**src/rtl/core/srag_pkg.sv**
```systemverilog
// ----------------------------------------------------------------------------
// srag_pkg
// Shared types and constants of the strip row address generator.
// ----------------------------------------------------------------------------
package srag_pkg;

	localparam int unsigned IDX_IN_W  = 10;
	localparam int unsigned DIM_W     = 16;
	localparam int unsigned CNT_W     = 11;
	localparam int unsigned OFS_W     = 32;
	localparam int unsigned ADDR_W    = 34;
	localparam int unsigned LEN_W     = 17;
	localparam int unsigned CFG_IDX_W = 3;
	localparam int unsigned CFG_W     = 32;
	localparam int unsigned DIV_STEPS = 16;
	localparam int unsigned DCNT_W    = $clog2(DIV_STEPS + 1);

	typedef enum logic [CFG_IDX_W-1:0] {
		REG_IMAGE_WIDTH    = 3'd0,
		REG_IMAGE_HEIGHT   = 3'd1,
		REG_ROWS_PER_STRIP = 3'd2,
		REG_STRIP_COUNT    = 3'd3,
		REG_FILE_SIZE      = 3'd4
	} reg_index_t;

	typedef enum logic [1:0] {
		ST_OK      = 2'd0,
		ST_INVALID = 2'd1,
		ST_RANGE   = 2'd2,
		ST_BOUNDS  = 2'd3
	} status_t;

	typedef enum logic [3:0] {
		S_IDLE,
		S_L_MUL1,
		S_L_ROWS,
		S_L_MUL2,
		S_L_CHK,
		S_R_CHK,
		S_R_DIV,
		S_R_RNG,
		S_R_ADD,
		S_DONE
	} state_t;

	typedef struct packed {
		logic capture;
		logic ld_mul1;
		logic ld_rows;
		logic ld_mul2;
		logic ld_fin;
		logic rd_inval;
		logic div_start;
		logic div_step;
		logic rd_range_err;
		logic rd_go;
		logic rd_fin;
		logic out_load;
	} srag_cmd_t;

	typedef struct packed {
		logic rd_invalid;
		logic div_done;
		logic rd_in_range;
	} srag_stat_t;

endpackage

```
**src/rtl/core/srag_ctrl.sv**
```systemverilog
// ----------------------------------------------------------------------------
// srag_ctrl
// Sequencer for load and row read requests; owns the output valid flag.
// ----------------------------------------------------------------------------
module srag_ctrl import srag_pkg::*; (
	input  logic       clk,
	input  logic       arst_n,
	input  logic       in_valid,
	input  logic       in_command,
	input  logic       out_ready,
	input  srag_stat_t stat,
	output srag_cmd_t  cmd,
	output logic       in_ready,
	output logic       out_valid
);

	state_t state_q;
	state_t state_d;
	logic   out_valid_q;

	always_ff @(posedge clk or negedge arst_n) begin
		if (!arst_n) begin
			state_q     <= S_IDLE;
			out_valid_q <= 1'b0;
		end else begin
			state_q <= state_d;
			if (cmd.out_load) begin
				out_valid_q <= 1'b1;
			end else if (out_ready) begin
				out_valid_q <= 1'b0;
			end
		end
	end

	always_comb begin
		state_d  = state_q;
		cmd      = '0;
		in_ready = 1'b0;
		case (state_q)
			S_IDLE: begin
				in_ready = 1'b1;
				if (in_valid) begin
					cmd.capture = 1'b1;
					state_d     = in_command ? S_R_CHK : S_L_MUL1;
				end
			end
			S_L_MUL1: begin
				cmd.ld_mul1 = 1'b1;
				state_d     = S_L_ROWS;
			end
			S_L_ROWS: begin
				cmd.ld_rows = 1'b1;
				state_d     = S_L_MUL2;
			end
			S_L_MUL2: begin
				cmd.ld_mul2 = 1'b1;
				state_d     = S_L_CHK;
			end
			S_L_CHK: begin
				cmd.ld_fin = 1'b1;
				state_d    = S_DONE;
			end
			S_R_CHK: begin
				if (stat.rd_invalid) begin
					cmd.rd_inval = 1'b1;
					state_d      = S_DONE;
				end else begin
					cmd.div_start = 1'b1;
					state_d       = S_R_DIV;
				end
			end
			S_R_DIV: begin
				if (stat.div_done) begin
					state_d = S_R_RNG;
				end else begin
					cmd.div_step = 1'b1;
				end
			end
			S_R_RNG: begin
				if (stat.rd_in_range) begin
					cmd.rd_go = 1'b1;
					state_d   = S_R_ADD;
				end else begin
					cmd.rd_range_err = 1'b1;
					state_d          = S_DONE;
				end
			end
			S_R_ADD: begin
				cmd.rd_fin = 1'b1;
				state_d    = S_DONE;
			end
			S_DONE: begin
				if (!out_valid_q || out_ready) begin
					cmd.out_load = 1'b1;
					state_d      = S_IDLE;
				end
			end
			default: begin
				state_d = S_IDLE;
			end
		endcase
	end

	assign out_valid = out_valid_q;

endmodule

```
**config.mk**
```make
export PLATFORM = sky130hd
export DESIGN_NAME = srag_ctrl
export DESIGN_NICKNAME = d
export VERILOG_FILES = /design/src/rtl/core/srag_pkg.sv /design/src/rtl/core/srag_ctrl.sv
export SDC_FILE = /design/constraint.sdc
export NUM_CORES = 1
export LEC_CHECK = 0
export ABC_CLOCK_PERIOD_IN_PS = 1600
export BUFFER_PORTS_ARGS = -buffer_cell sky130_fd_sc_hd__buf_2
export CAP_MARGIN = 40
export CORE_AREA = 3 3 40 42
export DETAILED_ROUTE_END_ITERATION = 6
export DIE_AREA = 0 0 43 45
export GPL_TIMING_DRIVEN = 0
export PLACE_DENSITY = 0.66
export SYNTH_ARGS = -nofsm -noshare
export SYNTH_HDL_FRONTEND = slang
export SYNTH_SLANG_ARGS = --single-unit
```
**constraint.sdc**
```tcl
create_clock -name clk -period 1.6 [get_ports clk]
set_input_delay 0.08 -clock clk [delete_from_list [all_inputs] [get_ports clk]]
set_output_delay 0.08 -clock clk [all_outputs]
set_load 0.01 [all_outputs]
```
### Word level (Yosys, flattened, before mapping)

Cells that the tools add are included.

| word-level totals | value |
|---|---|
| register bits after elaboration | 5 |
| input bits | 8 |
| output and inout port bits | 14 |

| cells by class | value |
|---|---|
| equality and inequality tests | 12 |
| mux-type cells | 27 |
| reductions and logical operators | 6 |

Operator list:

| cell | count |
|---|---|
| $pmux 4 s9 | 1 |
| $mux 1 | 19 |
| $eq 4x3->1 const B | 4 |
| $mux 4 | 4 |
| $eq 4x2->1 const B | 2 |
| $eq 4x4->1 const B | 2 |
| $ne 2x2->1 const B | 3 |
| $eq 4x1->1 const B | 1 |
| $logic_not 4->1 | 1 |
| $mux 2 | 2 |
| $mux 3 | 1 |
| $reduce_and 3->1 | 1 |
| $reduce_bool 2->1 | 1 |
| $reduce_or 2->1 | 1 |
| $logic_not 1->1 | 1 |
| $logic_or 1x1->1 | 1 |

### Depth between registers and ports, before layout

| logic depth | value |
|---|---|
| word-level depth | 5 |
| depth in mapped cells | 6 |
| mapped depth without buffers | 4 |

### Worst setup path after synthesis

Ideal clock, no wire load.

| timing | value |
|---|---|
| path type | register to register |
| from | register state_q[0] |
| to | register state_q[0] |
| data arrival time | 1285 ps |
| slack | 186 ps |
| cell stages (with the launch flop) | 7 |
| buffers on the path | 2 |
| clock period less this slack | 1414 ps |
| cell sequence | dfrtp_1 > buf_6 > or2_0 > buf_2 > nor3_2 > a22o_1 > o32ai_2 |

| between the ends | value |
|---|---|
| cells in the longest elaborated chain, start to end | 3 |
| elaborated cells on any way between the ends | 16 |
| classes of those cells | eq/ne (12); mux (1); reduce/logical (3) |

Ends and longest elaborated chain:

| what | line | text |
|---|---|---|
| start, declared | srag_ctrl.sv:17 | `state_t state_q;` |
| start signal, assigned | srag_ctrl.sv:26 | `state_q <= state_d;` |
| $eq 4x4->1, or another cell as far along | srag_ctrl.sv:39 | `case (state_q)` |
| $reduce_or 2->1 (no source line) / $ne 2x2->1 (equally long branches) | -- |  |
| $pmux 4 s9 / $reduce_and 3->1 (equally long branches) | -- |  |

Several ways; a longest one is shown, not always the timed one.
A chain may end at the register's enable or synchronous reset.

### Worst setup path after layout

| timing | value |
|---|---|
| from | register state_q[0] |
| to | output port in_ready |

| between the ends | value |
|---|---|
| cells in the longest elaborated chain, start to end | 2 |

Ends and longest elaborated chain:

| what | line | text |
|---|---|---|
| $logic_not 4->1 | srag_ctrl.sv:39 |  |
| $mux 1 | srag_ctrl.sv:39 |  |
| end, declared | srag_ctrl.sv:13 | `output logic in_ready,` |

No other way between the ends.

==> reports/metrics.csv <==
metric,value,unit
"most common cell after layout, fill and taps aside",buf_2,
clk slew on worst S/H paths,0.04,ns
port bufs,21,
Overflow after GRT,0,
Final min period,1.50,ns
Routed wire per std cell,11.1,um
maxcap violations,0,
First DRT Iteration DRCs,19,
H-tree Lvls,1,
Worst R2R Start,state_q[0],
Antenna diodes,0,
first-pass GRT wire length,1740,um
Worst Setup EP,in_ready,
Pwr per Cell Area,1830,nW/um2
post-route antenna net violation count,0,
"Top cell by count, worst path",buf_2,
Die Wd,43,um
fillers,141,
DR vias,467,
first-pass iteration count of the detailed router,4,
Num CTS Buffers,3,
clk_skew,0.00286,ns
Post-Syn Area,408,um2
critical path's slowest cell,dfrtp_1,
RSZ-0062 raised after global routing,no,
crit path DAT,1.42,ns
DRT Wirelength,1060,um
proportion of layout cells with a drive suffix above 1,38.3,%
Area growth syn-to-layout,42.3,%
number of global-route vias before repair,409,
Gate Count Post-Synth,55,
Leak,0.298,nW
routability cong.,0.770,
syn_nets,63,
Die Ht,45,um
synthesized area per cell,7.42,um2
WP data required,1.52,ns
number of post-CTS setup repair buffers,0,
R2R cell count,5,
HP Class,input pin to asynchronous set/reset pin,
CP Cell Sequence,buf_6 -> or2_0 -> buf_2 -> nor3_2 -> buf_2,
CP Class,flip-flop to output port,
Fin. Hold Viols,0,
Slew Limit Fails,0,
Placed Area,532,um2
setup TNS,0,ns
post-synth cell types,23,
Rows,13,
Synth Register Bits,5,
CTS Root Cell,clkbuf_4,
most frequent cells in the layout,"buf_2 (22), nor3_1 (7), nand2_1 (6)",
Finished Cell Area,581,um2
Synth warnings,0,
Max clock buf depth,2,
outcome,finished clean,
CP max stage delay,0.37,ns
CTS tree,built,
Max rail drop VDD,0.000798,V
R2R Path End,state_q[0],
Starting Density,31.7,%
top-level I/O count,22,
register area share after synthesis,30.7,%
Max transition margin,71.5,%
Placed Cells,91,
crit path from,state_q[0],
CP Capture Type,output port,
Via-to-Cell Ratio,4.86,
core area,1280,um2
full die area,1940,um2
largest net degree at the start of global routing,11,
R2R setup slack,0.14,ns
Num Clock Sinks,5,
Slew @ Worst Pin,0.428,ns
Worst-Skew Late Latency,0.23,ns
Startpoint Class,flip-flop,
period utilization,93.5,%
antenna violations before repair,0,
Tot GR Track Use,11.5,%
Non-Filler Instances,96,
HPWL after DPL,801,um
Critical Path Fanout Max,9,
nets,90,
Max Fclk,668,MHz
residual DRC count,0,
Setup-failing EPs final,0,
-- cells in the mapped netlist --
cell      count  area share [%]
nor3_2        1             2.5
o211ai_1      1             1.8
inv_1         2             1.8
o21a_1        1             1.8
nand2b_1      4             6.1
o21ai_1       2             2.5
o32ai_2       1             4.0
nor2_1        5             4.6
o22ai_1       2             3.1
nor3b_1       1             1.8
or2_0         1             1.5
nand3b_1      1             1.8
a22o_1        1             2.1
and3_1        1             1.5
buf_2         1             1.2
clkbuf_1      2             1.8
nor4_1        1             1.5
a21oi_1       5             6.1
buf_6         1             2.8
nor3_1        7             8.6
nor2b_1       3             4.6
nand2_1       6             5.5
dfrtp_1       5              31
-- power by group --
part           internal [mW]  leakage [nW]  switching [mW]
Clock                 0.0940        0.0150          0.0469
Combinational          0.294         0.219           0.382
Sequential             0.182        0.0639          0.0642
-- flip-flops by register name, summed over array words and instances (netlist names) --
register / count
out_valid: 1
state_q: 4
-- critical path, delay by kind of cell (launching register included) --
family,cells,cell delay (ns)
AND/OR/NAND/NOR,2,0.35
flip-flops,1,0.37
buffers and inverters,3,0.46
-- through the flow --
stage	utilization [%]	setup WS (ns)	total power, mW	hold WS (ns)
finish	45.2	0.104	1.06	0.186
global placement	41.4	0.161	0.896	-0.103
CTS	44.2	0.0443	1.05	0.186
floorplan	-	0.186	0.720	-0.216
detailed placement	41.4	0.156	0.901	-0.101
global route	45.2	0.00980	1.16	0.209
-- cell type report --
type                    instances  area [um2]  area share [%]
flip-flops and latches          5         125            21.6
multi-input cells              44         263            45.3
inverters                       2        7.51            1.29
clock buffers                   4        26.3            4.53
repair buffers                 22         115            19.8
well taps                      15        18.8            3.23
plain buffers                   4        25.0            4.31
-- what timing repair did --
| action | 4_1_cts | 5_1_grt |
|---|---|---|
| setup endpoints to repair | 0 | 3 |
| hold buffers | 1 | 0 |
| hold endpoints to repair | 5 | 0 |
| resized for setup | 0 | 4 |
-- worst min-delay path by stage --
| stage | from | slack [ns] | endpoint |
|---|---|---|---|
| CTS | arst_n | 0.19 | out_valid |
| global placement | arst_n | -0.10 | state_q[0] |
| floorplan | arst_n | -0.22 | out_valid |
| global route | arst_n | 0.21 | out_valid |
| finish | arst_n | 0.19 | out_valid |
| detailed placement | arst_n | -0.10 | out_valid |
-- cell families after synthesis --
| family | share of synthesized area (%) |
|---|---|
| AOI/OAI and AO/OA | 21.5 |
| buffers and inverters | 7.67 |
| DFF | 30.7 |
| and+or+nand+nor | 40.2 |
-- routing by layer --
| metal | track usage (%) | vias up | share of wire, % |
|---|---|---|---|
| met5 | 0 | - | 0 |
| met4 | 1.81 | 0 | 0 |
| met3 | 4.38 | 0 | 6.5 |
| met2 | 16.2 | 17 | 44 |
| met1 | 16.9 | 202 | 50 |
| li1 | - | 248 | - |
(Power assumes the default switching activity.)
